`config.mk`:
```
export PLATFORM = sky130hd
export DESIGN_NAME = scc_ram
export DESIGN_NICKNAME = d
export VERILOG_FILES = /design/src/rtl/strongly_connected_components_unit_macros.svh /design/src/rtl/scc_ram.sv
export SDC_FILE = /design/constraint.sdc
export NUM_CORES = 1
export LEC_CHECK = 0
export BUFFER_PORTS_ARGS = -buffer_cell sky130_fd_sc_hd__buf_2
export CAP_MARGIN = 20
export CORE_MARGIN = 3
export CORE_UTILIZATION = 50
export DETAILED_ROUTE_END_ITERATION = 12
export MAX_ROUTING_LAYER = met4
export PLACE_DENSITY = 0.67
export SLEW_MARGIN = 0
export SYNTH_ARGS = -nofsm -noshare
export SYNTH_HDL_FRONTEND = slang
export SYNTH_SLANG_ARGS = --single-unit
```
`constraint.sdc`:
```
create_clock -name i_clk -period 2.25 [get_ports i_clk]
set_input_delay 0.45 -clock i_clk [delete_from_list [all_inputs] [get_ports i_clk]]
set_output_delay 0.45 -clock i_clk [all_outputs]
set_load 0.05 [all_outputs]
```
`src/rtl/strongly_connected_components_unit_macros.svh`:
```
// Assertion macros shared by the block.
`ifndef STRONGLY_CONNECTED_COMPONENTS_UNIT_MACROS_SVH
`define STRONGLY_CONNECTED_COMPONENTS_UNIT_MACROS_SVH

// Implication checked at every clock edge outside reset.
`define SCC_ASSERT_IMP(label, clk, rst_n, ante, cons) \
    label: assert property (@(posedge clk) disable iff (!rst_n) (ante) |-> (cons)) \
        else $error("assertion failed");

// Implication whose consequence is checked in the next cycle.
`define SCC_ASSERT_NEXT(label, clk, rst_n, ante, cons) \
    label: assert property (@(posedge clk) disable iff (!rst_n) (ante) |=> (cons)) \
        else $error("assertion failed");

`endif

```
`src/rtl/scc_ram.sv`:
```
`timescale 1ns / 1ps
module scc_ram #(
    parameter int WIDTH = 8,
    parameter int DEPTH = 16
) (
    input  logic                     i_clk,
    input  logic                     i_we,
    input  logic [$clog2(DEPTH)-1:0] i_waddr,
    input  logic [WIDTH-1:0]         i_wdata,
    input  logic [$clog2(DEPTH)-1:0] i_raddr,
    output logic [WIDTH-1:0]         o_rdata
);
    logic [WIDTH-1:0] r_mem [DEPTH];
    logic [WIDTH-1:0] r_rdata;

    // One write port and one registered read port.
    always_ff @(posedge i_clk) begin
        if (i_we) begin
            r_mem[i_waddr] <= i_wdata;
        end
        r_rdata <= r_mem[i_raddr];
    end

    assign o_rdata = r_rdata;
endmodule

```
==> impl_metrics.json, run 1 <==
{
  "hold_buffers": 0,
  "hp-class": "in -> reg",
  "type_of_destination_of_the_critical_path": "primary output",
  "peakVddDrop_mv": 0.384,
  "cts-root-to-sink-buffers": 2,
  "clkTransAtPathRegs_ns": 0.06,
  "min_period_ns": 1.59,
  "grt_overflow": 0,
  "power.density_nw_per_um2": 968,
  "tns_ns": 0,
  "report.final.slew_viol_count": 0,
  "dp.final_hpwl_um": 5720,
  "period_share_pct": 70.9,
  "place.port_buffers": 25,
  "remaining_drc_errors": 0,
  "synth.cell_area_um2": 5150,
  "pin_count_of_the_biggest_net_entering_global_routing": 33,
  "critPathTopFamily": "flip-flops",
  "final_nets": 301,
  "die-width_um": 107,
  "global_route.usage.total_pct": 18.6,
  "worst_clock_skew_ns": 0.00787,
  "hold-path-endpoint": "r_mem[12][2]",
  "syn-instance-count": 229,
  "reg2reg_to": "o_rdata[1]",
  "path_cells": "buf_2",
  "rrSetupSlack_ns": 0.86,
  "postRouteAntennaNets": 0,
  "max_freq_mhz": 627,
  "report.final.setup_viol": 0,
  "layout_area_overhead_pct": 19.2,
  "synth.distinct_cells": 19,
  "drt_first_iter_violations": 216,
  "syn_avg_cell_area_um2": 22.5,
  "criticalPathCategory": "reg -> out",
  "worst_path_largest_cell_delay_ns": 0.35,
  "drtPass1Iterations": 4,
  "h-tree-depth": 4,
  "min_from": "i_wdata[2]",
  "grt_pass1_vias": 2426,
  "cts_made_buffers": 17,
  "wl_per_cell_um": 21.6,
  "placementRows": 36,
  "top_level_ports": 26,
  "ys_ff_latch": 136,
  "grt_first_pass_wirelength_um": 14400,
  "clk_latency_ns": 0.51,
  "total_power_mw": 5.94,
  "post_cts_resized": 0,
  "hold_depth": 1,
  "critical_path.startpoint_type": "flop",
  "run_status": "finished clean",
  "routed_wirelength_um": 9310,
  "timing.slew.headroom_pct": 53.9,
  "reg2reg_depth": 3,
  "cts_sinks": 136,
  "power.static_leakage_nw": 2.12,
  "grt_antenna_before_repair": 1,
  "grt_setup_unrepaired": "no",
  "via_count": 2411,
  "synthesis.nets": 247,
  "yosys_warnings": 0,
  "coreArea_um2": 9910,
  "postCtsSetupBuffers": 0,
  "crit_path_max_fanout": 1,
  "die-height_um": 107,
  "worstPathRequired_ns": 1.80,
  "tritoncts": "done",
  "floorplan.initialDensity_pct": 51.9,
  "gp_routability_congestion": 0.785,
  "timing.final.hold_violations": 0,
  "timing.critical_path.arrival_ns": 1.14,
  "tightestPinTransition_ns": 0.689,
  "reg2reg_from": "r_mem[4][1]",
  "worst-path-buf-inv": 1,
  "final_layout_size_suffix_gt1_share_pct": 32.1,
  "floorplan.die_area_um2": 11500,
  "cap_viol_max_count": 0,
  "synth_sequential_area_ratio_pct": 77.8,
  "vias_per_cell": 5.61,
  "cpMaxStageDelayCell": "sky130_fd_sc_hd__dfxtp_1",
  "cts_root_buffer": "sky130_fd_sc_hd__clkbuf_8"
}
## cell type report
class                      count  area, um2
fill                         709       3780
multi-input combinational     83       1060
clock inverter                 8        115
tap                          133        166
antenna                        1       2.50
clock buffer                  24        500
timing repair buffer          45        288
sequential                   136       4000
## Yosys cell counts (all sizes together)
| cell type | n | area share (%) |
|---|---|---|
| or3b | 1 | 0.17 |
| a22oi | 16 | 2.3 |
| nand3 | 1 | 0.097 |
| clkdlybuf4s25 | 3 | 0.58 |
| and2 | 1 | 0.12 |
| nand2b | 2 | 0.24 |
| nor3 | 4 | 0.39 |
| nor2 | 13 | 0.95 |
| nand2 | 9 | 0.66 |
| and2b | 1 | 0.15 |
| mux4 | 32 | 15 |
| buf | 7 | 1.1 |
| dfxtp | 8 | 3.1 |
| edfxtp | 128 | 75 |
| nand3b | 2 | 0.29 |
| nor2b | 1 | 0.12 |
## stage by stage
step / cells / utilization [%] / hold WS [ns] / area [um2] / setup slack, ns
finish: 430 / 61.9 / 0.319 / 6130 / 0.656
floorplan: 229 / - / 0.549 / 5150 / 0.307
global route: 430 / 61.9 / 0.297 / 6130 / 0.598
global placement: 397 / 55.7 / 0.652 / 5520 / 0.311
CTS: 429 / 61.9 / 0.286 / 6130 / 0.622
detailed placement: 397 / 55.7 / 0.660 / 5520 / 0.319
## per-layer routing
layer | wire (um) | GRT usage, %
met5 | 0 | -
met4 | 100 | 6.85
met3 | 604 | 6.24
met2 | 4820 | 27.3
met1 | 3780 | 24.6
## layout by cell type (no fill, tap or decap)
cell type,synthesis,routed
sky130_fd_sc_hd__clkbuf_1,0,1
sky130_fd_sc_hd__mux4_2,18,18
sky130_fd_sc_hd__a22oi_1,16,16
sky130_fd_sc_hd__buf_12,0,1
sky130_fd_sc_hd__and2_1,1,1
sky130_fd_sc_hd__nand3_1,1,1
sky130_fd_sc_hd__edfxtp_1,128,128
sky130_fd_sc_hd__buf_4,1,19
sky130_fd_sc_hd__mux4_1,14,14
sky130_fd_sc_hd__nor3_1,4,4
sky130_fd_sc_hd__diode_2,0,1
sky130_fd_sc_hd__nand3b_1,2,2
sky130_fd_sc_hd__buf_2,3,25
sky130_fd_sc_hd__nand2b_1,2,2
sky130_fd_sc_hd__or3b_2,1,1
sky130_fd_sc_hd__nor2_1,13,13
sky130_fd_sc_hd__clkinv_2,0,5
sky130_fd_sc_hd__nand2_1,9,9
sky130_fd_sc_hd__bufinv_16,0,3
sky130_fd_sc_hd__clkbuf_8,0,7
sky130_fd_sc_hd__clkbuf_16,0,16
sky130_fd_sc_hd__and2b_1,1,1
sky130_fd_sc_hd__dfxtp_1,8,8
sky130_fd_sc_hd__nor2b_1,1,1
## worst max-delay path by stage
| stage | start | slack (ns) | endpoint | cells after the start |
|---|---|---|---|---|
| 6_report | o_rdata[1] | 0.66 | o_rdata[1] | 1 |
| 5_1_grt | o_rdata[1] | 0.60 | o_rdata[1] | 1 |
| 4_1_cts | o_rdata[1] | 0.62 | o_rdata[1] | 1 |
| 3_5_place_dp | i_raddr[0] | 0.32 | o_rdata[2] | 5 |
| 3_3_place_gp | i_raddr[0] | 0.31 | o_rdata[2] | 5 |
| 2_1_floorplan | i_waddr[2] | 0.31 | r_mem[0][0] | 2 |
## sequential cells by signal, summed over array words and instances, names as in the netlist
| register | cells |
|---|---|
| r_mem | 128 |
| o_rdata | 8 |
## cells by family (layout without fill, tap and decap cells)
| kind of cell | after synthesis | after routing | share of synthesized area, % |
|---|---|---|---|
| AO/OA/AOI/OAI | 16 | 16 | 2.33 |
| multiplexers | 32 | 32 | 15.0 |
| flip-flops | 136 | 136 | 77.8 |
| buffers and inverters | 10 | 77 | 1.68 |
| other | 0 | 1 | 0 |
| AND/OR/NAND/NOR | 35 | 35 | 3.18 |
## power breakdown
group          leakage (nW)  internal (mW)  switching (mW)
clock network         0.311           1.85           0.921
logic                 0.581          0.113           0.196
registers              1.22           2.83          0.0175
total                  2.12           4.80            1.13
Note: power is estimated with default switching activity, not from simulation.
==> run 2, diff against run 1 <==
Settings changed: PLACE_DENSITY 0.67 to 0.7.
Clock period 2.25 ns to 1.3 ns, I/O delays scaled along.
==> impl_metrics.json, run 2 (synthesized netlist as in run 1, its figures left out) <==
{
  "top_level_ports": 26,
  "die-width_um": 107,
  "period_share_pct": 98.3,
  "layout.cells.non_filler": 443,
  "wl_per_cell_um": 22.4,
  "peakVddDrop_mv": 1.05,
  "hp-class": "in -> reg",
  "min_period_ns": 1.28,
  "postRouteAntennaNets": 0,
  "num-fill-cells": 678,
  "criticalPathCategory": "reg -> out",
  "cts_sinks": 136,
  "type_of_destination_of_the_critical_path": "primary output",
  "hold_depth": 1,
  "dp.final_hpwl_um": 6280,
  "clk_latency_ns": 0.51,
  "h-tree-depth": 4,
  "report.final.setup_viol": 0,
  "mostFrequentLayoutCells": "sky130_fd_sc_hd__edfxtp_1, sky130_fd_sc_hd__mux4_2, sky130_fd_sc_hd__buf_4",
  "cap_viol_max_count": 0,
  "report.final.slew_viol_count": 0,
  "routed_wirelength_um": 9930,
  "gp_routability_congestion": 0.744,
  "grt_overflow": 0,
  "vias_per_cell": 5.60,
  "pin_count_of_the_biggest_net_entering_global_routing": 18,
  "area_of_the_multi_input_gates_um2": 1060,
  "floorplan.initialDensity_pct": 51.9,
  "final_layout_size_suffix_gt1_share_pct": 44.2,
  "max_flop_register": "r_mem",
  "cts-root-to-sink-buffers": 2,
  "remaining_drc_errors": 0,
  "worst-path-buf-inv": 1,
  "path_cells": "buf_8",
  "place.port_buffers": 25,
  "drt_first_iter_violations": 160,
  "worst_path_largest_cell_delay_ns": 0.36,
  "number_of_placed_instances_with_taps_included": 411,
  "grt_setup_unrepaired": "yes",
  "grt_pass1_vias": 2611,
  "clkTransAtPathRegs_ns": 0.06,
  "power.static_leakage_nw": 2.13,
  "cts_root_buffer": "sky130_fd_sc_hd__clkbuf_8",
  "drtPass1Iterations": 4,
  "antenna_cells_inserted": 0,
  "tritoncts": "done",
  "die-height_um": 107,
  "grt_antenna_before_repair": 0,
  "layout_area_overhead_pct": 22.8,
  "global_route.usage.total_pct": 19.4,
  "worstPathRequired_ns": 1.04,
  "crit_path_max_fanout": 1,
  "run_status": "finished clean",
  "reg2reg_depth": 3,
  "timing.final.hold_violations": 0,
  "floorplan.die_area_um2": 11500,
  "worst_clock_skew_ns": 0.0134,
  "path_depth": 1,
  "final_nets": 315,
  "coreArea_um2": 9910,
  "final-seq-area_um2": 4010,
  "timing.slew.headroom_pct": 42.2,
  "power.density_nw_per_um2": 1570,
  "final_common_cell": "sky130_fd_sc_hd__edfxtp_1",
  "cts_made_buffers": 17,
  "placementRows": 36,
  "via_count": 2483,
  "critPathTopFamily": "flip-flops",
  "timing.critical_path.arrival_ns": 1.02,
  "grt_first_pass_wirelength_um": 15400,
  "critical_path.startpoint_type": "flop",
  "cpMaxStageDelayCell": "sky130_fd_sc_hd__dfxtp_2",
  "final_core_util_pct": 63.8,
  "tightestPinTransition_ns": 0.864,
  "largest_reg_flops": 128,
  "max_freq_mhz": 783,
  "tns_ns": 0
}
==> run 2: cell count changes in the layout (fill, tap and decap cells not counted), sizes merged, moves of 2 or more <==
| cell | previous run | this run |
|---|---|---|
| buf | 45 | 59 |
| clkinvlp | 0 | 4 |
| bufinv | 3 | 1 |
| clkinv | 5 | 8 |
| clkbuf | 24 | 17 |
| inv | 0 | 2 |
==> run 2: worst paths after layout <==
check / start / end / slack [ns]
max: o_rdata[6] / o_rdata[6] / 0.02
min: i_wdata[5] / r_mem[15][5] / 0.14
max reg2reg: r_mem[1][3] / o_rdata[3] / 0.03
min reg2reg: r_mem[6][4] / o_rdata[4] / 0.67
==> run 2: metal layers <==
layer	up-vias	global-route usage, %	wire [um]
li1	1098	-	-
met4	0	6.31	85
met2	80	30.3	5150
met3	11	4.62	529
met5	-	-	0
met1	1294	25.8	4160
==> run 2: timing repair <==
action                     CTS  global route
resized for setup           21             8
pin swaps                    1             1
hold endpoints to repair     0             0
setup endpoints to repair   12            12
cloned                       0             0
setup buffers                0             0
hold buffers                 0             0
==> run 2: final cells by class <==
| class | count | area share [%] |
|---|---|---|
| clock buffer | 17 | 6.55 |
| tap | 133 | 2.63 |
| timing repair buffer | 59 | 8.51 |
| sequential | 136 | 63.4 |
| clock inverter | 15 | 2.06 |
| multi-input combinational | 83 | 16.8 |
==> run 2: where the power goes <==
part | leakage (nW) | internal (mW) | switching, mW
logic | 0.647 | 0.291 | 0.373
registers | 1.22 | 4.91 | 0.0434
clock network | 0.256 | 2.53 | 1.78
==> run 2: metrics by stage <==
stage | power, mW | worst slack [ns] | area, um2 | hold slack (ns)
2_1_floorplan | 5.39 | -0.0630 | 5180 | 0.359
3_3_place_gp | 5.63 | -0.388 | 5700 | 0.648
5_1_grt | 10.3 | -0.0389 | 6320 | 0.126
3_5_place_dp | 5.64 | -0.408 | 5700 | 0.663
6_report | 9.92 | 0.0224 | 6320 | 0.142
4_1_cts | 9.97 | 0.00292 | 6310 | 0.121
